$ cat config.mk
export PLATFORM = sky130hd
export DESIGN_NAME = infix_to_postfix_converter_top
export DESIGN_NICKNAME = d
export VERILOG_FILES = /design/src/design/i2p_pkg.sv /design/src/design/i2p_stack_ram.sv /design/src/design/i2p_out_reg.sv /design/src/design/infix_to_postfix_converter_top.sv
export SDC_FILE = /design/constraint.sdc
export NUM_CORES = 1
export LEC_CHECK = 0
export BUFFER_PORTS_ARGS = -buffer_cell sky130_fd_sc_hd__buf_2
export CORE_MARGIN = 10
export CORE_UTILIZATION = 45
export DETAILED_ROUTE_END_ITERATION = 7
export PLACE_DENSITY = 0.64
export SLEW_MARGIN = 20
export SYNTH_ARGS = -nofsm -noshare
export SYNTH_HDL_FRONTEND = slang
export SYNTH_HIERARCHICAL = 1
export SYNTH_SLANG_ARGS = --single-unit
$ cat constraint.sdc
create_clock -name clk -period 6.1 [get_ports clk]
set_input_delay 0.915 -clock clk [delete_from_list [all_inputs] [get_ports clk]]
set_output_delay 0.915 -clock clk [all_outputs]
set_load 0.1 [all_outputs]
$ cat src/design/i2p_pkg.sv
// Shared types and codes for the infix to postfix converter.
package i2p_pkg;

    // input token kinds
    localparam logic [2:0] CMD_OPERAND  = 3'd0;
    localparam logic [2:0] CMD_OPERATOR = 3'd1;
    localparam logic [2:0] CMD_LPAREN   = 3'd2;
    localparam logic [2:0] CMD_RPAREN   = 3'd3;
    localparam logic [2:0] CMD_END      = 3'd4;

    // stack entry: operator code 0..3, or left paren
    typedef logic [2:0] entry_t;
    localparam entry_t ENT_LPAREN = 3'd4;

    // result kinds
    localparam logic [1:0] KIND_OPERAND  = 2'd0;
    localparam logic [1:0] KIND_OPERATOR = 2'd1;
    localparam logic [1:0] KIND_STATUS   = 2'd2;

    // status / error codes
    localparam logic [1:0] STAT_OK       = 2'd0;
    localparam logic [1:0] STAT_MISMATCH = 2'd1;
    localparam logic [1:0] STAT_OVERFLOW = 2'd2;

    typedef struct packed {
        logic [1:0]  kind;
        logic [1:0]  op;
        logic [31:0] value;
        logic [1:0]  status;
        logic        last;
    } result_t;

    typedef enum logic [1:0] {
        S_IDLE,
        S_TOP,
        S_OPND,
        S_STAT
    } state_t;

    // true when the stacked operator must pop before the incoming one
    function automatic logic pops_before(input entry_t top, input logic [1:0] opc);
        return top[1] | ~opc[1];
    endfunction

endpackage

$ cat src/design/i2p_stack_ram.sv
// Operator stack storage: one write port, one registered read port.
module i2p_stack_ram #(
    parameter int DEPTH  = 16,
    parameter int ADDR_W = 4
) (
    input  logic                 clk,
    input  logic                 wr_en,
    input  logic [ADDR_W-1:0]    wr_addr,
    input  i2p_pkg::entry_t      wr_data,
    input  logic                 rd_en,
    input  logic [ADDR_W-1:0]    rd_addr,
    output i2p_pkg::entry_t      rd_data
);
    import i2p_pkg::*;

    entry_t mem [DEPTH];
    entry_t rd_data_reg;

    always_ff @(posedge clk)
    begin
        if (wr_en)
        begin
            mem[wr_addr] <= wr_data;
        end
    end

    // read data holds until the next read
    always_ff @(posedge clk)
    begin
        if (rd_en)
        begin
            rd_data_reg <= mem[rd_addr];
        end
    end

    assign rd_data = rd_data_reg;

endmodule

$ cat src/design/i2p_out_reg.sv
// Output holding register for result transfers.
module i2p_out_reg (
    input  logic              clk,
    input  logic              rst_n,
    input  logic              load,
    input  i2p_pkg::result_t  load_item,
    output logic              free,
    output logic              out_valid,
    input  logic              out_ready,
    output i2p_pkg::result_t  item
);
    import i2p_pkg::*;

    logic    valid_reg;
    result_t item_reg;

    assign free = !valid_reg || out_ready;

    always_ff @(posedge clk or negedge rst_n)
    begin
        if (!rst_n)
        begin
            valid_reg <= 1'b0;
        end
        else if (load)
        begin
            valid_reg <= 1'b1;
        end
        else if (out_ready)
        begin
            valid_reg <= 1'b0;
        end
    end

    always_ff @(posedge clk)
    begin
        if (load)
        begin
            item_reg <= load_item;
        end
    end

    assign out_valid = valid_reg;
    assign item      = item_reg;

endmodule

$ cat src/design/infix_to_postfix_converter_top.sv
// Top level of the infix to postfix converter: token sequencer around the stack RAM.
//
//   channel  | handshake             | payload
//   ---------+-----------------------+-----------------------------------------
//   input    | in_valid / in_ready   | cmd, op_code, operand_value
//   output   | out_valid / out_ready | out_kind, out_op, out_value, status, last
//
// Operand: accepted, then loaded into the output register. Left paren: pushed on
// accept. Operator, right paren, end: accepted while the top is read, then each
// popped entry goes to the output register before the token finishes; the single
// read port sets the one-pop-per-cycle pace when not stalled. End adds a status item.
// Reset clears the state, stack count, error flag and pending flag; the RAM is not cleared.
// A full output register stalls the sequencer; the next token is taken when idle.
module infix_to_postfix_converter_top #(
    parameter int STACK_DEPTH  = 16,
    parameter int OPERAND_BITS = 32
) (
    input  logic        clk,
    input  logic        rst_n,
    input  logic        in_valid,
    output logic        in_ready,
    input  logic [2:0]  cmd,
    input  logic [1:0]  op_code,
    input  logic [31:0] operand_value,
    output logic        out_valid,
    input  logic        out_ready,
    output logic [1:0]  out_kind,
    output logic [1:0]  out_op,
    output logic [31:0] out_value,
    output logic [1:0]  status,
    output logic        last
);
    import i2p_pkg::*;

    localparam int IDX_W = $clog2(STACK_DEPTH);
    localparam int CNT_W = $clog2(STACK_DEPTH + 1);
    localparam logic [CNT_W-1:0] DEPTH_C = CNT_W'(STACK_DEPTH);
    localparam logic [31:0] VALUE_MASK = (OPERAND_BITS >= 32) ? 32'hFFFF_FFFF :
                                         32'((64'd1 << OPERAND_BITS) - 64'd1);

    state_t           state_reg, state_next;
    logic [CNT_W-1:0] count_reg, count_next;
    logic [1:0]       err_reg, err_next;
    logic             pend_vld_reg, pend_vld_next;
    logic [1:0]       pend_op_reg, pend_op_next;
    logic [2:0]       cmd_reg;
    logic [1:0]       opc_reg;
    logic [31:0]      val_reg;

    logic             accept;
    logic             wr_en, rd_en;
    logic [IDX_W-1:0] wr_addr, rd_addr;
    entry_t           wr_data, top;
    logic             load, free;
    result_t          load_item, out_item;

    logic [CNT_W-1:0] cnt_dec;
    logic             have_top, top_lp, pop, stall;

    assign in_ready = (state_reg == S_IDLE);
    assign accept   = in_valid && in_ready;
    assign cnt_dec  = count_reg - CNT_W'(1);
    assign have_top = (count_reg != '0);
    assign top_lp   = (top == ENT_LPAREN);
    assign stall    = pend_vld_reg && !free;

    always_comb
    begin
        case (cmd_reg)
            CMD_OPERATOR: pop = have_top && !top_lp && pops_before(top, opc_reg);
            default:      pop = have_top && !top_lp;
        endcase
    end

    // next state
    always_comb
    begin
        state_next = state_reg;
        case (state_reg)
            S_IDLE:
            begin
                if (accept)
                begin
                    if (cmd == CMD_END && err_reg != STAT_OK)
                    begin
                        state_next = S_STAT;
                    end
                    else if (err_reg != STAT_OK)
                    begin
                        state_next = S_IDLE;
                    end
                    else if (cmd == CMD_OPERAND)
                    begin
                        state_next = S_OPND;
                    end
                    else if (cmd inside {CMD_OPERATOR, CMD_RPAREN, CMD_END})
                    begin
                        state_next = S_TOP;
                    end
                end
            end
            S_TOP:
            begin
                if (!stall && !pop)
                begin
                    state_next = (cmd_reg == CMD_END) ? S_STAT : S_IDLE;
                end
            end
            S_OPND:
            begin
                if (free)
                begin
                    state_next = S_IDLE;
                end
            end
            S_STAT:
            begin
                if (free)
                begin
                    state_next = S_IDLE;
                end
            end
            default: state_next = S_IDLE;
        endcase
    end

    // datapath and memory control
    always_comb
    begin
        count_next    = count_reg;
        err_next      = err_reg;
        pend_vld_next = pend_vld_reg;
        pend_op_next  = pend_op_reg;
        wr_en         = 1'b0;
        wr_addr       = count_reg[IDX_W-1:0];
        wr_data       = ENT_LPAREN;
        rd_en         = 1'b0;
        rd_addr       = cnt_dec[IDX_W-1:0];
        load          = 1'b0;
        load_item     = '0;
        case (state_reg)
            S_IDLE:
            begin
                if (accept && err_reg == STAT_OK)
                begin
                    if (cmd == CMD_LPAREN)
                    begin
                        if (count_reg >= DEPTH_C)
                        begin
                            err_next = STAT_OVERFLOW;
                        end
                        else
                        begin
                            wr_en      = 1'b1;
                            count_next = count_reg + CNT_W'(1);
                        end
                    end
                    else if (cmd inside {CMD_OPERATOR, CMD_RPAREN, CMD_END})
                    begin
                        rd_en = have_top;
                    end
                end
            end
            S_TOP:
            begin
                rd_addr = IDX_W'(cnt_dec - CNT_W'(1));
                if (!stall)
                begin
                    if (pend_vld_reg)
                    begin
                        load           = 1'b1;
                        load_item.kind = KIND_OPERATOR;
                        load_item.op   = pend_op_reg;
                        load_item.last = !pop && (cmd_reg != CMD_END);
                    end
                    if (pop)
                    begin
                        pend_vld_next = 1'b1;
                        pend_op_next  = top[1:0];
                        count_next    = cnt_dec;
                        rd_en         = (cnt_dec != '0);
                    end
                    else
                    begin
                        pend_vld_next = 1'b0;
                        case (cmd_reg)
                            CMD_OPERATOR:
                            begin
                                if (count_reg >= DEPTH_C)
                                begin
                                    err_next = STAT_OVERFLOW;
                                end
                                else
                                begin
                                    wr_en      = 1'b1;
                                    wr_data    = {1'b0, opc_reg};
                                    count_next = count_reg + CNT_W'(1);
                                end
                            end
                            CMD_RPAREN:
                            begin
                                if (have_top)
                                begin
                                    count_next = cnt_dec;  // drop the matching paren
                                end
                                else
                                begin
                                    err_next = STAT_MISMATCH;
                                end
                            end
                            default:
                            begin
                                // end: a paren left on the stack is a mismatch
                                if (have_top)
                                begin
                                    err_next = STAT_MISMATCH;
                                end
                            end
                        endcase
                    end
                end
            end
            S_OPND:
            begin
                if (free)
                begin
                    load            = 1'b1;
                    load_item.kind  = KIND_OPERAND;
                    load_item.value = val_reg & VALUE_MASK;
                    load_item.last  = 1'b1;
                end
            end
            S_STAT:
            begin
                if (free)
                begin
                    load             = 1'b1;
                    load_item.kind   = KIND_STATUS;
                    load_item.status = err_reg;
                    load_item.last   = 1'b1;
                    count_next       = '0;
                    err_next         = STAT_OK;
                end
            end
            default:
            begin
                count_next = count_reg;
            end
        endcase
    end

    always_ff @(posedge clk or negedge rst_n)
    begin
        if (!rst_n)
        begin
            state_reg    <= S_IDLE;
            count_reg    <= '0;
            err_reg      <= STAT_OK;
            pend_vld_reg <= 1'b0;
        end
        else
        begin
            state_reg    <= state_next;
            count_reg    <= count_next;
            err_reg      <= err_next;
            pend_vld_reg <= pend_vld_next;
        end
    end

    always_ff @(posedge clk)
    begin
        pend_op_reg <= pend_op_next;
        if (accept)
        begin
            cmd_reg <= cmd;
            opc_reg <= op_code;
            val_reg <= operand_value;
        end
    end

    i2p_stack_ram #(
        .DEPTH  (STACK_DEPTH),
        .ADDR_W (IDX_W)
    ) u_stack (
        .clk     (clk),
        .wr_en   (wr_en),
        .wr_addr (wr_addr),
        .wr_data (wr_data),
        .rd_en   (rd_en),
        .rd_addr (rd_addr),
        .rd_data (top)
    );

    i2p_out_reg u_out (
        .clk       (clk),
        .rst_n     (rst_n),
        .load      (load),
        .load_item (load_item),
        .free      (free),
        .out_valid (out_valid),
        .out_ready (out_ready),
        .item      (out_item)
    );

    assign out_kind  = out_item.kind;
    assign out_op    = out_item.op;
    assign out_value = out_item.value;
    assign status    = out_item.status;
    assign last      = out_item.last;

endmodule
==> impl_results.html <==
<table>
<tr><th>Metric</th><th>Value</th></tr>
<tr><th colspan="2">Route</th></tr>
<tr><td>Drt total wl</td><td>11.58 mm</td></tr>
<tr><td>Violation count after the first detailed-routing iteration</td><td>234</td></tr>
<tr><td>Ratio of routed vias to standard cells</td><td>5.349</td></tr>
<tr><td>Detail-routed net length per standard cell</td><td>17.78 µm</td></tr>
<tr><td>DRC</td><td>0</td></tr>
<tr><td>First-pass DRT Iterations</td><td>5</td></tr>
<tr><td>Via count of the routed design</td><td>3482</td></tr>
<tr><td>Final antenna-violating net count</td><td>0</td></tr>
<tr><th colspan="2">CTS</th></tr>
<tr><td>CTS root buf</td><td>clkbuf_16</td></tr>
<tr><td>Max Buffers Root-to-Sink</td><td>2</td></tr>
<tr><td>Count of buffers added by post-CTS timing repair for setup</td><td>0</td></tr>
<tr><td>Clock transition at path regs</td><td>0.06 ns</td></tr>
<tr><td>Later-pin clock latency in the skew report</td><td>0.41 ns</td></tr>
<tr><td>TritonCTS clock tree</td><td>built</td></tr>
<tr><td>H-tree levels</td><td>4</td></tr>
<tr><td>CTS hold repair buffers</td><td>0</td></tr>
<tr><td>Number of cells upsized or downsized after cts</td><td>0</td></tr>
<tr><td>Clk sink count</td><td>140</td></tr>
<tr><td>CTS Buf Count</td><td>17</td></tr>
<tr><th colspan="2">Final layout</th></tr>
<tr><td>Post-route design area</td><td>7107 µm²</td></tr>
<tr><td>Layout cells sized above 1</td><td>26.30%</td></tr>
<tr><td>Area growth syn-to-layout</td><td>20.44%</td></tr>
<tr><td>Most common cell after layout, fill and taps aside</td><td>edfxtp_1</td></tr>
<tr><td>Number of nets in the final layout</td><td>515</td></tr>
<tr><td>Utilization after layout</td><td>55.86%</td></tr>
<tr><td>Count of antenna diodes in the layout</td><td>0</td></tr>
<tr><td>Final instance count without filler cells</td><td>651</td></tr>
<tr><td>Highest-count cells in the layout ignoring fill and taps</td><td>129 x edfxtp_1, 81 x buf_2, 38 x and2_1</td></tr>
<tr><td>Number of flip-flops under the largest register name</td><td>48</td></tr>
<tr><th colspan="2">Power and ir drop</th></tr>
<tr><td>Total power</td><td>3.978 mW</td></tr>
<tr><td>Reported leakage power</td><td>2.713 nW</td></tr>
<tr><td>Worst-case vdd ir drop</td><td>0.0002513 V</td></tr>
<tr><td>Cell Pwr Density</td><td>559.8 nW/µm²</td></tr>
<tr><th colspan="2">Die</th></tr>
<tr><td>Die Y</td><td>134.5 µm</td></tr>
<tr><td>Row count</td><td>41</td></tr>
<tr><td>Starting Density</td><td>46.38%</td></tr>
<tr><td>Die outline area</td><td>18090 µm²</td></tr>
<tr><td>Floorplan die width</td><td>134.5 µm</td></tr>
<tr><td>IO Pins</td><td>82</td></tr>
<tr><td>Core Box Area</td><td>12720 µm²</td></tr>
<tr><th colspan="2">Synth</th></tr>
<tr><td>Total nets after synthesis</td><td>427</td></tr>
<tr><td>Number of different library cells in the post-synthesis netlist</td><td>61</td></tr>
<tr><td>Main flop type after synthesis</td><td>edfxtp_1</td></tr>
<tr><td>Post-Syn Area</td><td>5901 µm²</td></tr>
<tr><td>Share of synthesized flip-flops with an asynchronous set or reset</td><td>7.857%</td></tr>
<tr><td>Number of register bits inferred by synthesis</td><td>140</td></tr>
<tr><td>Sequential area share after synthesis</td><td>70.31%</td></tr>
<tr><td>Dominant cell type by area after synthesis</td><td>edfxtp_1</td></tr>
<tr><td>Number of enable flip-flop cells after synthesis</td><td>129</td></tr>
<tr><td>Synth top area cells</td><td>edfxtp_1 66%, dfrtp_1 4.7%, and2_1 4.0%, mux4_1 3.6%, mux4_2 1.5%</td></tr>
<tr><td>Number of warnings reported in the yosys synthesis log</td><td>6</td></tr>
<tr><td>Yosys top cell area share</td><td>65.65%</td></tr>
<tr><td>Average footprint of a synthesized cell</td><td>15.57 µm²</td></tr>
<tr><td>Number of standard cells after synthesis</td><td>379</td></tr>
<tr><th colspan="2">STA</th></tr>
<tr><td>Max frequency</td><td>243.4 MHz</td></tr>
<tr><td>RSZ-0062 raised after global routing</td><td>no</td></tr>
<tr><td>Hold slack final</td><td>0.3759 ns</td></tr>
<tr><td>Worst slew pin tran</td><td>1.046 ns</td></tr>
<tr><td>Max-slew violations</td><td>0</td></tr>
<tr><td>Hold Violations, Final</td><td>0</td></tr>
<tr><td>Final cycle utilization of the critical path</td><td>67.34%</td></tr>
<tr><td>Clock skew after layout</td><td>0.007400 ns</td></tr>
<tr><td>Relative max-transition margin</td><td>30.06%</td></tr>
<tr><td>Final setup vio count</td><td>0</td></tr>
<tr><td>Final worst setup slack</td><td>1.992 ns</td></tr>
<tr><td>Minimum clock period after layout</td><td>4.108 ns</td></tr>
<tr><td>Setup TNS Final</td><td>0 ns</td></tr>
<tr><th colspan="2">Placed design</th></tr>
<tr><td>Routability Congestion</td><td>0.8316</td></tr>
<tr><td>Pre-CTS worst setup slack</td><td>2.035 ns</td></tr>
<tr><td>Placed Instance Area</td><td>6479 µm²</td></tr>
<tr><td>Port Buffers</td><td>81</td></tr>
<tr><td>Count of placed standard cells including taps</td><td>620</td></tr>
<tr><td>Detailed placer's ending HPWL</td><td>7.986 mm</td></tr>
<tr><th colspan="2">Critical path</th></tr>
<tr><td>R2r worst-path depth</td><td>8</td></tr>
<tr><td>Maximum fanout along the worst path</td><td>22</td></tr>
<tr><td>Setup crit end kind</td><td>flop</td></tr>
<tr><td>Critical Path Source Type</td><td>flop</td></tr>
<tr><td>WS Path Type</td><td>reg2reg</td></tr>
<tr><td>Arrival time of the worst setup path</td><td>4.17 ns</td></tr>
<tr><td>Data required time at the worst endpoint</td><td>6.16 ns</td></tr>
<tr><th colspan="2">GRT</th></tr>
<tr><td>Number of antenna violations at the first check in global routing</td><td>0</td></tr>
<tr><td>Via count of the first global-routing pass</td><td>3495</td></tr>
<tr><td>Global routing usage summed across all routing layers</td><td>13.26%</td></tr>
<tr><td>Gr ovfl total</td><td>0</td></tr>
<tr><td>Largest net degree at the start of global routing</td><td>41</td></tr>
<tr><td>Global-route wire length before repair</td><td>18.50 mm</td></tr>
<tr><th colspan="2">Worst hold path</th></tr>
<tr><td>Hold/Removal Path Class</td><td>in2async</td></tr>
<tr><th colspan="2">Outcome</th></tr>
<tr><td>Run status</td><td>completed</td></tr>
<tr><th colspan="2">Job</th></tr>
<tr><td>Max Cap Viol</td><td>0</td></tr>
</table>
-- kinds of logic (layout without fill, tap and decap cells) --
| family | after synthesis | count (layout) | share of synthesized area (%) |
|---|---|---|---|
| flip-flops | 140 | 140 | 70.31 |
| AND/OR/NAND/NOR | 137 | 137 | 13.51 |
| AO/OA/AOI/OAI | 48 | 48 | 6.256 |
| buffers and inverters | 26 | 126 | 1.951 |
| multiplexers | 15 | 15 | 5.598 |
| adder cells (fa/ha/maj) | 7 | 7 | 1.484 |
| XOR/XNOR | 6 | 6 | 0.8906 |
-- final timing paths --
path,from,to,slack [ns]
max,state_reg[0]$_DFFE_PN0P_,u_stack/mem[0][1]$_DFFE_PP_,1.99
min,rst_n,count_reg[4]$_DFFE_PN0P_,0.38
max reg2reg,state_reg[0]$_DFFE_PN0P_,u_stack/mem[0][1]$_DFFE_PP_,1.99
min reg2reg,u_stack/rd_data[0]$_DFFE_PP_,pend_op_reg[0]$_DFFE_PP_,0.49
min in group clk,u_stack/rd_data[0]$_DFFE_PP_,pend_op_reg[0]$_DFFE_PP_,0.49
max in group asynchronous,rst_n,count_reg[0]$_DFFE_PN0P_,5.50
-- cell type report --
class / count / area (µm²)
Sequential cell: 140 / 4149
Timing Repair Buffer: 85 / 435.4
Clock inverter: 12 / 195.2
Tap cell: 172 / 215.2
Fill cell: 1021 / 5615
Inverter: 10 / 37.54
Clock buffer: 19 / 432.9
Multi-Input combinational cell: 213 / 1642
-- where the power goes --
part / internal, mW / switching [mW]
combinational: 0.381 / 1.10
sequential: 1.28 / 0.135
clock: 0.720 / 0.365
total: 2.38 / 1.60
-- cell usage after synthesis (all sizes together) (5+ instances only) --
library cell,instances
nand2,17
clkbuf,10
nor2b,5
nor3,8
nand2b,7
o21ai,8
and2,38
dfrtp,11
nand3b,5
inv,10
edfxtp,129
a21oi,6
mux4,12
nand3,11
buf,6
ha,7
nor2,24
-- worst max-delay path: stages (launching register included) --
cell and delay [ns]:
dfrtp_1 0.76, inv_1 0.23, nor2_1 0.65, o21ai_0 0.30, nor4_1 0.34, inv_1 0.31
o41ai_1 0.24, or3b_2 0.54, nor3_1 0.37
-- per-layer routing --
layer / global-route usage, % / vias up / routed length, µm
met5: 0 / - / 0
met1: 16.52 / 1705 / 5098
met3: 6.269 / 19 / 925
met4: 5.200 / 0 / 201
met2: 19.56 / 125 / 5350
li1: - / 1633 / -
Power figures use the tool's default switching activity.
